### src/rtl/wvm_pkg.sv
// Package for the wavetable voice mixer: command codes, register indexes,
// reset values and the key state struct. No dependencies.
`timescale 1ns / 1ps

package wvm_pkg;

  localparam int NUM_VOICES = 3;
  localparam int PHASE_W    = 16;
  localparam int SAMPLE_W   = 8;
  localparam int KEYS_W     = 12;
  localparam int SCAN_W     = 16;
  localparam int CFG_ADDR_W = 2;
  localparam int TDATA_W    = 24;

  // command codes carried in tuser
  localparam logic [1:0] CMD_SAMPLE = 2'd0;
  localparam logic [1:0] CMD_OUTPUT = 2'd1;
  localparam logic [1:0] CMD_SCAN   = 2'd2;
  localparam logic [1:0] CMD_TABLE  = 2'd3;

  // configuration register indexes
  localparam logic [CFG_ADDR_W-1:0] CFG_STEP0 = 2'd0;
  localparam logic [CFG_ADDR_W-1:0] CFG_STEP1 = 2'd1;
  localparam logic [CFG_ADDR_W-1:0] CFG_STEP2 = 2'd2;

  localparam logic [PHASE_W-1:0] STEP0_RST = 16'd878;
  localparam logic [PHASE_W-1:0] STEP1_RST = 16'd986;
  localparam logic [PHASE_W-1:0] STEP2_RST = 16'd1106;

  typedef struct packed {
    logic [KEYS_W-1:0]     key_mask;  // bit k set when key k is down
    logic [NUM_VOICES-1:0] gate;      // keys 0, 2, 4 gating voices 0..2
  } key_state_t;

endpackage

### src/rtl/wavetable_voice_mixer.sv
// An output tick reads voice 0 on its transfer and voices 1 and 2 in ST_V1 and ST_V2,
// one read at a time on the single table port, then registers its mix in ST_MIX once the
// output is free; input waits until then. Scans, samples and table writes do not stall.
// Reset (rst_n, synchronous, active low): phases, held samples, scanner and
// output valid clear, phase steps load defaults; the table is not cleared.
`timescale 1ns / 1ps

module wavetable_voice_mixer #(
  parameter int TABLE_DEPTH = 256
) (
  input  logic                             clk,
  input  logic                             rst_n,
  input  logic                             cfg_we,
  input  logic [wvm_pkg::CFG_ADDR_W-1:0]   cfg_addr,
  input  logic [wvm_pkg::PHASE_W-1:0]      cfg_wdata,
  input  logic                             in_tvalid,
  output logic                             in_tready,
  // [0] serial_bit, [8:1] table_index, [16:9] table_value, [23:17] zero
  input  logic [wvm_pkg::TDATA_W-1:0]      in_tdata,
  // [1:0] cmd
  input  logic [1:0]                       in_tuser,
  output logic                             out_tvalid,
  input  logic                             out_tready,
  // [7:0] dac_value, [19:8] key_mask, [23:20] zero
  output logic [wvm_pkg::TDATA_W-1:0]      out_tdata
);

  localparam int AW = $clog2(TABLE_DEPTH);
  localparam int DW = $clog2(TABLE_DEPTH + 1);
  localparam int PW = wvm_pkg::PHASE_W + DW;
  localparam int IW = AW + 8;
  localparam int SW = wvm_pkg::SAMPLE_W;

  localparam logic [1:0] ST_IDLE = 2'd0;
  localparam logic [1:0] ST_V1   = 2'd1;
  localparam logic [1:0] ST_V2   = 2'd2;
  localparam logic [1:0] ST_MIX  = 2'd3;

  logic [1:0] step_r, step_nxt;
  logic [wvm_pkg::PHASE_W-1:0] phase_r [wvm_pkg::NUM_VOICES];
  logic [wvm_pkg::PHASE_W-1:0] inc_r   [wvm_pkg::NUM_VOICES];
  logic [SW-1:0]               held_r  [wvm_pkg::NUM_VOICES];

  logic        acc, start_out, out_free, mix_done;
  logic        out_valid_r;
  logic [SW-1:0]               dac_r;
  logic [wvm_pkg::KEYS_W-1:0]  mask_r;
  wvm_pkg::key_state_t         keys;

  logic [wvm_pkg::PHASE_W-1:0] rd_phase;
  logic [PW-1:0]               prod;
  logic                        rd_en;
  logic [AW-1:0]               rd_addr;
  logic [SW-1:0]               rd_data;
  logic [IW-1:0]               wr_idx;
  logic                        wr_en;
  logic [SW-1:0]               last_smp;
  logic [SW+1:0]               mix_sum;

  assign acc       = in_tvalid && in_tready;
  assign start_out = acc && (in_tuser == wvm_pkg::CMD_OUTPUT);
  assign out_free  = !out_valid_r || out_tready;
  assign mix_done  = (step_r == ST_MIX) && out_free;
  assign in_tready = (step_r == ST_IDLE) || mix_done;

  always_comb begin
    step_nxt = step_r;
    unique case (step_r)
      ST_IDLE: if (start_out) step_nxt = ST_V1;
      ST_V1:   step_nxt = ST_V2;
      ST_V2:   step_nxt = ST_MIX;
      ST_MIX:  if (out_free) step_nxt = start_out ? ST_V1 : ST_IDLE;
      default: step_nxt = ST_IDLE;
    endcase
  end

  always_ff @(posedge clk) begin
    if (!rst_n) begin
      step_r <= ST_IDLE;
    end else begin
      step_r <= step_nxt;
    end
  end

  // table index = (phase * depth) >> 16, one voice per cycle
  always_comb begin
    case (step_r)
      ST_V1:   rd_phase = phase_r[1];
      ST_V2:   rd_phase = phase_r[2];
      default: rd_phase = phase_r[0];
    endcase
  end

  assign prod    = PW'(rd_phase) * PW'(TABLE_DEPTH);
  assign rd_addr = prod[wvm_pkg::PHASE_W+AW-1:wvm_pkg::PHASE_W];
  assign rd_en   = start_out || (step_r == ST_V1) || (step_r == ST_V2);

  assign wr_idx = IW'(in_tdata[8:1]);
  assign wr_en  = acc && (in_tuser == wvm_pkg::CMD_TABLE) && (wr_idx < IW'(TABLE_DEPTH));

  wvm_wave_ram #(
    .DEPTH (TABLE_DEPTH),
    .AW    (AW),
    .DW    (SW)
  ) u_ram (
    .clk   (clk),
    .we    (wr_en),
    .waddr (wr_idx[AW-1:0]),
    .wdata (in_tdata[16:9]),
    .re    (rd_en),
    .raddr (rd_addr),
    .rdata (rd_data)
  );

  wvm_key_scan u_scan (
    .clk        (clk),
    .rst_n      (rst_n),
    .shift_en   (acc && (in_tuser == wvm_pkg::CMD_SCAN)),
    .serial_bit (in_tdata[0]),
    .keys       (keys)
  );

  // phase steps
  always_ff @(posedge clk) begin
    if (!rst_n) begin
      inc_r[0] <= wvm_pkg::STEP0_RST;
      inc_r[1] <= wvm_pkg::STEP1_RST;
      inc_r[2] <= wvm_pkg::STEP2_RST;
    end else if (cfg_we) begin
      unique case (cfg_addr)
        wvm_pkg::CFG_STEP0: inc_r[0] <= cfg_wdata;
        wvm_pkg::CFG_STEP1: inc_r[1] <= cfg_wdata;
        wvm_pkg::CFG_STEP2: inc_r[2] <= cfg_wdata;
        default: ;
      endcase
    end
  end

  always_ff @(posedge clk) begin
    if (!rst_n) begin
      for (int v = 0; v < wvm_pkg::NUM_VOICES; v++) begin
        phase_r[v] <= '0;
      end
    end else if (acc && (in_tuser == wvm_pkg::CMD_SAMPLE)) begin
      for (int v = 0; v < wvm_pkg::NUM_VOICES; v++) begin
        phase_r[v] <= phase_r[v] + inc_r[v];
      end
    end
  end

  // held samples: registered read data of voices 0 and 1 lands in ST_V1 and ST_V2, of voice 2 when the mix completes
  always_ff @(posedge clk) begin
    if (!rst_n) begin
      for (int v = 0; v < wvm_pkg::NUM_VOICES; v++) begin
        held_r[v] <= '0;
      end
    end else begin
      if ((step_r == ST_V1) && keys.gate[0]) held_r[0] <= rd_data;
      if ((step_r == ST_V2) && keys.gate[1]) held_r[1] <= rd_data;
      if (mix_done && keys.gate[2])          held_r[2] <= rd_data;
    end
  end

  assign last_smp = keys.gate[2] ? rd_data : held_r[2];
  assign mix_sum  = (SW+2)'(held_r[0]) + (SW+2)'(held_r[1]) + (SW+2)'(last_smp);

  always_ff @(posedge clk) begin
    if (!rst_n) begin
      out_valid_r <= 1'b0;
    end else if (mix_done) begin
      out_valid_r <= 1'b1;
    end else if (out_tready) begin
      out_valid_r <= 1'b0;
    end
  end

  always_ff @(posedge clk) begin
    if (mix_done) begin
      dac_r  <= mix_sum[SW+1:2];
      mask_r <= keys.key_mask;
    end
  end

  assign out_tvalid = out_valid_r;
  assign out_tdata  = {4'd0, mask_r, dac_r};

endmodule

### src/rtl/wvm_wave_ram.sv
// Waveform table: simple dual-port synchronous RAM, one write and one
// registered read per cycle. No package dependency.
`timescale 1ns / 1ps

module wvm_wave_ram #(
  parameter int DEPTH = 256,
  parameter int AW    = 8,
  parameter int DW    = 8
) (
  input  logic          clk,
  input  logic          we,
  input  logic [AW-1:0] waddr,
  input  logic [DW-1:0] wdata,
  input  logic          re,
  input  logic [AW-1:0] raddr,
  output logic [DW-1:0] rdata
);

  logic [DW-1:0] mem [DEPTH];
  logic [DW-1:0] rdata_r;

  always_ff @(posedge clk) begin
    if (we) begin
      mem[waddr] <= wdata;
    end
  end

  always_ff @(posedge clk) begin
    if (re) begin
      rdata_r <= mem[raddr];
    end
  end

  assign rdata = rdata_r;

endmodule

### src/rtl/wvm_key_scan.sv
// Serial key scanner: shifts one bit per scan transfer, MSB first, and
// latches a new key word every sixteen bits. Uses wvm_pkg.
`timescale 1ns / 1ps

module wvm_key_scan (
  input  logic                clk,
  input  logic                rst_n,
  input  logic                shift_en,
  input  logic                serial_bit,
  output wvm_pkg::key_state_t keys
);

  logic [wvm_pkg::SCAN_W-1:0] shift_r, shift_nxt;
  logic [3:0]                 cnt_r;
  logic [wvm_pkg::KEYS_W-1:0] word_r;

  assign shift_nxt = {shift_r[wvm_pkg::SCAN_W-2:0], serial_bit};

  always_ff @(posedge clk) begin
    if (!rst_n) begin
      shift_r <= '0;
      cnt_r   <= '0;
      word_r  <= '0;
    end else if (shift_en) begin
      cnt_r <= cnt_r + 4'd1;
      if (cnt_r == 4'hf) begin
        word_r  <= shift_nxt[wvm_pkg::KEYS_W-1:0];
        shift_r <= '0;
      end else begin
        shift_r <= shift_nxt;
      end
    end
  end

  // key k sits at bit 11-k of the key word
  always_comb begin
    for (int k = 0; k < wvm_pkg::KEYS_W; k++) begin
      keys.key_mask[k] = word_r[wvm_pkg::KEYS_W-1-k];
    end
    keys.gate = {word_r[7], word_r[9], word_r[11]};
  end

endmodule

### config.mk
export PLATFORM = sky130hd
export DESIGN_NAME = wavetable_voice_mixer
export DESIGN_NICKNAME = d
export VERILOG_FILES = /design/src/rtl/wvm_pkg.sv /design/src/rtl/wavetable_voice_mixer.sv /design/src/rtl/wvm_wave_ram.sv /design/src/rtl/wvm_key_scan.sv
export SDC_FILE = /design/constraint.sdc
export NUM_CORES = 2
export LEC_CHECK = 0
export ABC_AREA = 1
export CAP_MARGIN = 20
export CORE_MARGIN = 2
export CORE_UTILIZATION = 30
export DETAILED_ROUTE_END_ITERATION = 12
export DONT_BUFFER_PORTS = 1
export GPL_TIMING_DRIVEN = 0
export PLACE_DENSITY = 0.46
export SETUP_SLACK_MARGIN = 0.02
export SLEW_MARGIN = 20
export SYNTH_ARGS = -nofsm -noshare
export SYNTH_HDL_FRONTEND = slang
export SYNTH_SLANG_ARGS = --single-unit
### constraint.sdc
create_clock -name clk -period 8.6 [get_ports clk]
set_input_delay 1.29 -clock clk [delete_from_list [all_inputs] [get_ports clk]]
set_output_delay 1.29 -clock clk [all_outputs]
set_load 0.03 [all_outputs]
### Word-level counts from Yosys, hierarchy flattened

Memory sizes are Yosys's and may differ from the RTL's. A register that Yosys moved wholly into a read port is not among the register bits.
Index checks and enable logic that the tools add are counted.
Widths: inputs -> output; s select.

* register bits: 50
* RAM bits: 2168
* bits of input ports: 49
* output and inout port bits: 26
* logic and storage cells: 104
* memories kept: 4

Memories
* u_ram.mem: words 256, width 8, read ports 1, clocked after Yosys merged registers in 1, write ports 1, line wvm_wave_ram.sv:19 `logic [DW-1:0] mem [DEPTH];`
* inc_r: words 3, width 16, read ports 3, clocked after Yosys merged registers in 0, write ports 3, line wavetable_voice_mixer.sv:41 `logic [wvm_pkg::PHASE_W-1:0] inc_r [wvm_pkg::NUM_VOICES];`
* phase_r: words 3, width 16, read ports 3, clocked after Yosys merged registers in 0, write ports 3, line wavetable_voice_mixer.sv:40 `logic [wvm_pkg::PHASE_W-1:0] phase_r [wvm_pkg::NUM_VOICES];`
* held_r: words 3, width 8, read ports 3, clocked after Yosys merged registers in 0, write ports 3, line wavetable_voice_mixer.sv:42 `logic [SW-1:0] held_r [wvm_pkg::NUM_VOICES];`

* $add $sub $neg: 6
* $lt $le $gt $ge: 1
* equality and inequality tests: 11
* multiplexer cells: 45
* bitwise operators: 9
* reduce and logical (&&, ||, !) cells: 21

Operators by type and width (number)
* $mux 16: 6
* $add 16x16->16: 3
* $mux 8: 4
* $pmux 16 s2: 1
* $mux 1: 30
* $mux 11: 1
* $add 9x8->10: 1
* $eq 2x2->1 const B: 5
* $logic_and 1x1->1: 10
* $add 8x8->9: 1
* $lt 8x9->1 const B: 1
* $or 1x1->1: 9
* $pmux 2 s4: 1
* $eq 2x1->1 const B: 3
* $logic_not 2->1: 3
* $add 4x1->4 const B: 1
* $eq 4x4->1 const B: 1
* $logic_or 1x1->1: 4
* $mux 2: 2
* $ne 2x2->1 const B: 2
* $reduce_and 2->1: 2
* $reduce_bool 2->1: 1
* $logic_not 1->1: 1

### Longest topological paths before layout

* word-level depth: 10
* depth in mapped cells: 19
* mapped depth without buffers: 16

### Modules after synthesis

A second synthesis with hierarchy kept.

* cell total of the unflattened synthesis: 8137
* area, all modules: 93085.5 µm²

By module, submodules not included
* wvm_wave_ram: times used 1, cells an instance 7003, area each 83476.3 µm², seq. area each 61739.2 µm²
* wavetable_voice_mixer: times used 1, cells an instance 985, area each 8488.1 µm², seq. area each 4264.1 µm²
* wvm_key_scan: times used 1, cells an instance 149, area each 1121.1 µm², seq. area each 540.5 µm²

### Worst setup path after synthesis

OpenSTA, ideal clock, no wires.

* path kind: input port to flip-flop
* start point: in out_tready
* end point: mem u_ram.mem[134][0] (enable)
* setup time: 0.370 ns
* data arrival time: 3.704 ns
* required time: 8.230 ns
* slack: 4.526 ns
* stages: 13
* buffers on the path: 1
* path through: inv_1 -> nand2_1 -> inv_1 -> nor2_2 -> inv_1 -> nand2_2 -> nand2_1 -> nor3_1 -> inv_1 -> nor3_2 -> nand2_2 -> buf_2 -> nor2_1

* word-level cells in the longest chain between the ends: 8

Ends and longest elaborated chain
* start: declaration: line wavetable_voice_mixer.sv:23 `input logic out_tready,`
* $logic_or 1x1->1: line wavetable_voice_mixer.sv:62 `assign out_free = !out_valid_r || out_tready;`
* $logic_and 1x1->1: line wavetable_voice_mixer.sv:63 `assign mix_done = (step_r == ST_MIX) && out_free;`
* net mix_done: line wavetable_voice_mixer.sv:44 `logic acc, start_out, out_free, mix_done;`
* $logic_or 1x1->1: line wavetable_voice_mixer.sv:64 `assign in_tready = (step_r == ST_IDLE) || mix_done;`
* net in_tready: line wavetable_voice_mixer.sv:17 `output logic in_tready,`
* $logic_and 1x1->1: line wavetable_voice_mixer.sv:60 `assign acc = in_tvalid && in_tready;`
* $logic_and 1x1->1 (2 in a row): line wavetable_voice_mixer.sv:99 `assign wr_en = acc && (in_tuser == wvm_pkg::CMD_TABLE) && (wr_idx < IW'(TABLE_DEPTH));`
* $mux 1: line wvm_wave_ram.sv:23 `if (we) begin`
* $mux 1 (not written as such): line wvm_wave_ram.sv:24 `mem[waddr] <= wdata;`
* end: declaration: line wvm_wave_ram.sv:19

The timed path passes the listed nets, and every way through them passes these cells.

### Worst setup path in the final report

* start point: reg step_r[0]
* end point: reg u_ram.rdata_r[6] (netlist: u_ram.rdata[6]), read port of u_ram.mem (data pin)

* word-level cells in the longest chain between the ends: 7
* elaborated cells between the ends (all ways): 11
* those cells by class: eq/ne (3); mux (1); reduce/logical (7)

Ends and longest elaborated chain
* start: declaration: line wavetable_voice_mixer.sv:39 `logic [1:0] step_r, step_nxt;`
* start signal: assignment: line wavetable_voice_mixer.sv:81 `step_r <= step_nxt;`
* $eq 2x2->1: line wavetable_voice_mixer.sv:63
* $logic_and 1x1->1: line wavetable_voice_mixer.sv:63
* $logic_or 1x1->1: line wavetable_voice_mixer.sv:64
* $logic_and 1x1->1: line wavetable_voice_mixer.sv:60
* $logic_and 1x1->1: line wavetable_voice_mixer.sv:61 `assign start_out = acc && (in_tuser == wvm_pkg::CMD_OUTPUT);`
* $logic_or 1x1->1 (2 in a row): line wavetable_voice_mixer.sv:96 `assign rd_en = start_out || (step_r == ST_V1) || (step_r == ST_V2);`
* end: declaration: line wvm_wave_ram.sv:20 `logic [DW-1:0] rdata_r;`

Parallel ways exist; a longest one is shown, timed or not.
A chain may end at the register's enable or synchronous reset.

==> results.yml <==
timing:
  worstMarginPinSlew_ps: 1300
  fin_worst_skew_ps: 57.1
  finalCriticalPeriod_ps: 5340
  tns_ps: 0
  finalMaxSlewViolations: 0
  fmax_mhz: 187
  rsz0062_at_grt: "false"
  finalSetupViolations: 0
  max-slew-margin-rel_pct: 13.4
  hold_viol_final: 0
  fin_crit_sh_pct: 62.1
min_path:
  hold_class: "reg -> reg"
route:
  postRouteAntennaNets: 0
  drcViolationCount: 0
  drt_first_iter_violations: 6836
  drt_wl_total_mm: 351
  via_count: 68195
  wl_per_cell_um: 25.4
  drtPass1Iterations: 6
  via_per_inst: 4.94
floorplanning:
  core-area_sq_mm: 0.329
  die_area_sq_mm: 0.335
  rows: 211
  start_util_pct: 30.1
  die_width_um: 579
  ios: 75
  die_h_um: 579
logic_synthesis:
  syn_area_sq_mm: 0.0991
  synthFlopType: "edfxtp_1"
  async_flop_share_pct: 0
  synth_edf_count: 2196
  yosysWarnings: 0
  synthCells: 8941
  synth.distinct_cells: 42
  syn_avg_cell_area_sq_um: 11.1
  synth-seq-cells: 2226
  seq_area_frac_synth_pct: 67.2
cts:
  cts_resized: 0
  clk_pin_slew_ps: 60
  clockBufferDepth: 4
  holdBufCountCts: 0
  worstSkewPairLatency_ps: 900
  cts_tree: "built"
  numClockSinks: 2226
  cts_root_buffer: "clkbuf_16"
  htree_levels: 5
  cts_setup_buffers: 0
  cts_buffers: 264
worst_setup_path:
  critPathLaunchType: "flop"
  cp_cell_sequence: "inv_1, ha_1, buf_6, buf_2, nand3_1, o21ai_0, buf_2, buf_1, nand3_1, nand3_1, nand3_1, nand3_1, nand3_1, nand2_1"
  critPathSlowestCell: "buf_1"
  crit_family: "buffers and inverters"
  required_ps: 9300
  path_buf_inv: 5
  critPathMaxStageDelay_ps: 890
  critPathCaptureType: "flop"
  cp.arrival_ps: 6040
  cpMostUsedCell: "nand3_1"
  critPathMaxFanout: 10
  path_class: "reg -> reg"
global_routing:
  grt_use_met3_pct: 3.50
  grt_pass1_wl_mm: 486
  track_usage_pct: 20.4
  antenna_found_initial: 20
  grt_util_met1_pct: 28.1
  use_met2_pct: 32.7
  top_usage_layer: "met2"
  grt_overflow: 0
  grt_max_degree: 257
  grt_pass1_vias: 64764
cells_and_area:
  final_nets: 9351
  multi_input_area_sq_mm: 0.0249
  fillCellCount: 32949
  area_delta_synth_final_pct: 14.3
  fin_cells: 13800
  final_util_pct: 34.4
  ff_latch_area_sq_mm: 0.0665
  drive_above_1_share_pct: 9.24
outcome:
  outcome: "finished, final reports clean"
job:
  max_cap_viol_count: 0
place:
  dp_hpwl_mm: 238
  portBuffers: 0
  gp_congestion: 0.910
  dpl.cell_count: 13334
-- cell usage after synthesis (34+ instances only) --
master | count | area (sq um)
buf_6 | 93 | 1050
ha_1 | 57 | 713
o21ai_0 | 59 | 295
buf_4 | 34 | 255
nand3_1 | 1874 | 9380
clkbuf_1 | 80 | 300
nand3b_1 | 578 | 4340
buf_2 | 310 | 1550
a21oi_1 | 116 | 581
nor2_1 | 323 | 1210
nand2_1 | 1773 | 6660
buf_1 | 52 | 195
o211ai_1 | 112 | 841
inv_1 | 1154 | 4330
edfxtp_1 | 2196 | 65900
-- through the flow --
step	hold WS, ps	area (sq um)	setup WS, ps
6_report	436	113000	3260
5_1_grt	449	113000	3320
4_1_cts	436	113000	3440
3_5_place_dp	420	105000	2800
3_3_place_gp	424	105000	1390
2_1_floorplan	409	99100	4530
-- sequential cells by signal (all words and copies together) (netlist names) --
register and cells:
phase_r 48, mask_r 12, u_scan.cnt_r 4, inc_r 48, held_r 24, u_ram.rdata 8, u_scan.shift_r 11, u_ram.mem 2048
u_scan.word_r 12, step_r 2, out_tvalid 1, dac_r 8
-- layer usage --
layer,vias to the layer above,wire (um)
met5,-,0
met4,0,12000
met3,513,24600
met2,2452,160000
met1,33935,154000
li1,31295,-
-- layout make-up --
class | count | area share, %
flip-flops and latches | 2226 | 58.8
multi-input cells | 4990 | 22.0
clock buffers | 322 | 6.13
well taps | 4366 | 4.82
inverters | 1158 | 3.84
plain buffers | 570 | 2.99
clock inverters | 132 | 0.956
repair buffers | 24 | 0.489
diodes | 12 | 0.0265
-- final timing paths --
check / from / to / slack, ps / depth (start not counted)
setup / recovery: step_r[0] / u_ram.rdata[6] / 3260 / 14
hold / removal: u_scan.word_r[0] / mask_r[11] / 440 / 0
setup reg to reg: step_r[0] / u_ram.rdata[6] / 3260 / 14
hold reg to reg: u_scan.word_r[0] / mask_r[11] / 440 / 0
-- worst register-to-register path, delay by kind of cell, from the launching register on --
family                   cells  cell delay [ps]
buffers and inverters        5             2300
AND/OR/NAND/NOR              7             1810
flip-flops                   1              390
AO/OA/AOI/OAI                1              340
adder cells (fa/ha/maj)      1              300
-- placed cells by master (no fill, tap or decap), drive strengths merged, types with 4 or more instances in the layout --
master / count
edfxtp: 2196
dfxtp: 30
clkbuf: 402
a31oi: 5
xor2: 11
xnor2: 4
fa: 11
a21boi: 7
nand3: 1874
diode: 12
conb: 4
nand2: 1784
o211ai: 112
ha: 57
bufinv: 8
a21oi: 116
o21a: 7
clkinv: 111
inv: 1169
nor3: 14
nor2: 324
buf: 514
o31ai: 5
o21ai: 63
nand3b: 578
or2: 7
-- cells by family (layout without fill, tap and decap cells) --
family / Yosys count / count (layout) / synth area share, %
and+or+nand+nor: 4583 / 4583 / 22.0
DFF: 2226 / 2226 / 67.2
buffers and inverters: 1728 / 2206 / 7.78
AOI/OAI and AO/OA: 320 / 320 / 1.97
adders and majority gates: 68 / 68 / 0.942
xor gates and xnor gates: 15 / 15 / 0.133
other: 1 / 16 / 0.00378
Power is not shown: default switching activity piles up to over one toggle a cycle in this logic, so the estimate is an artifact.
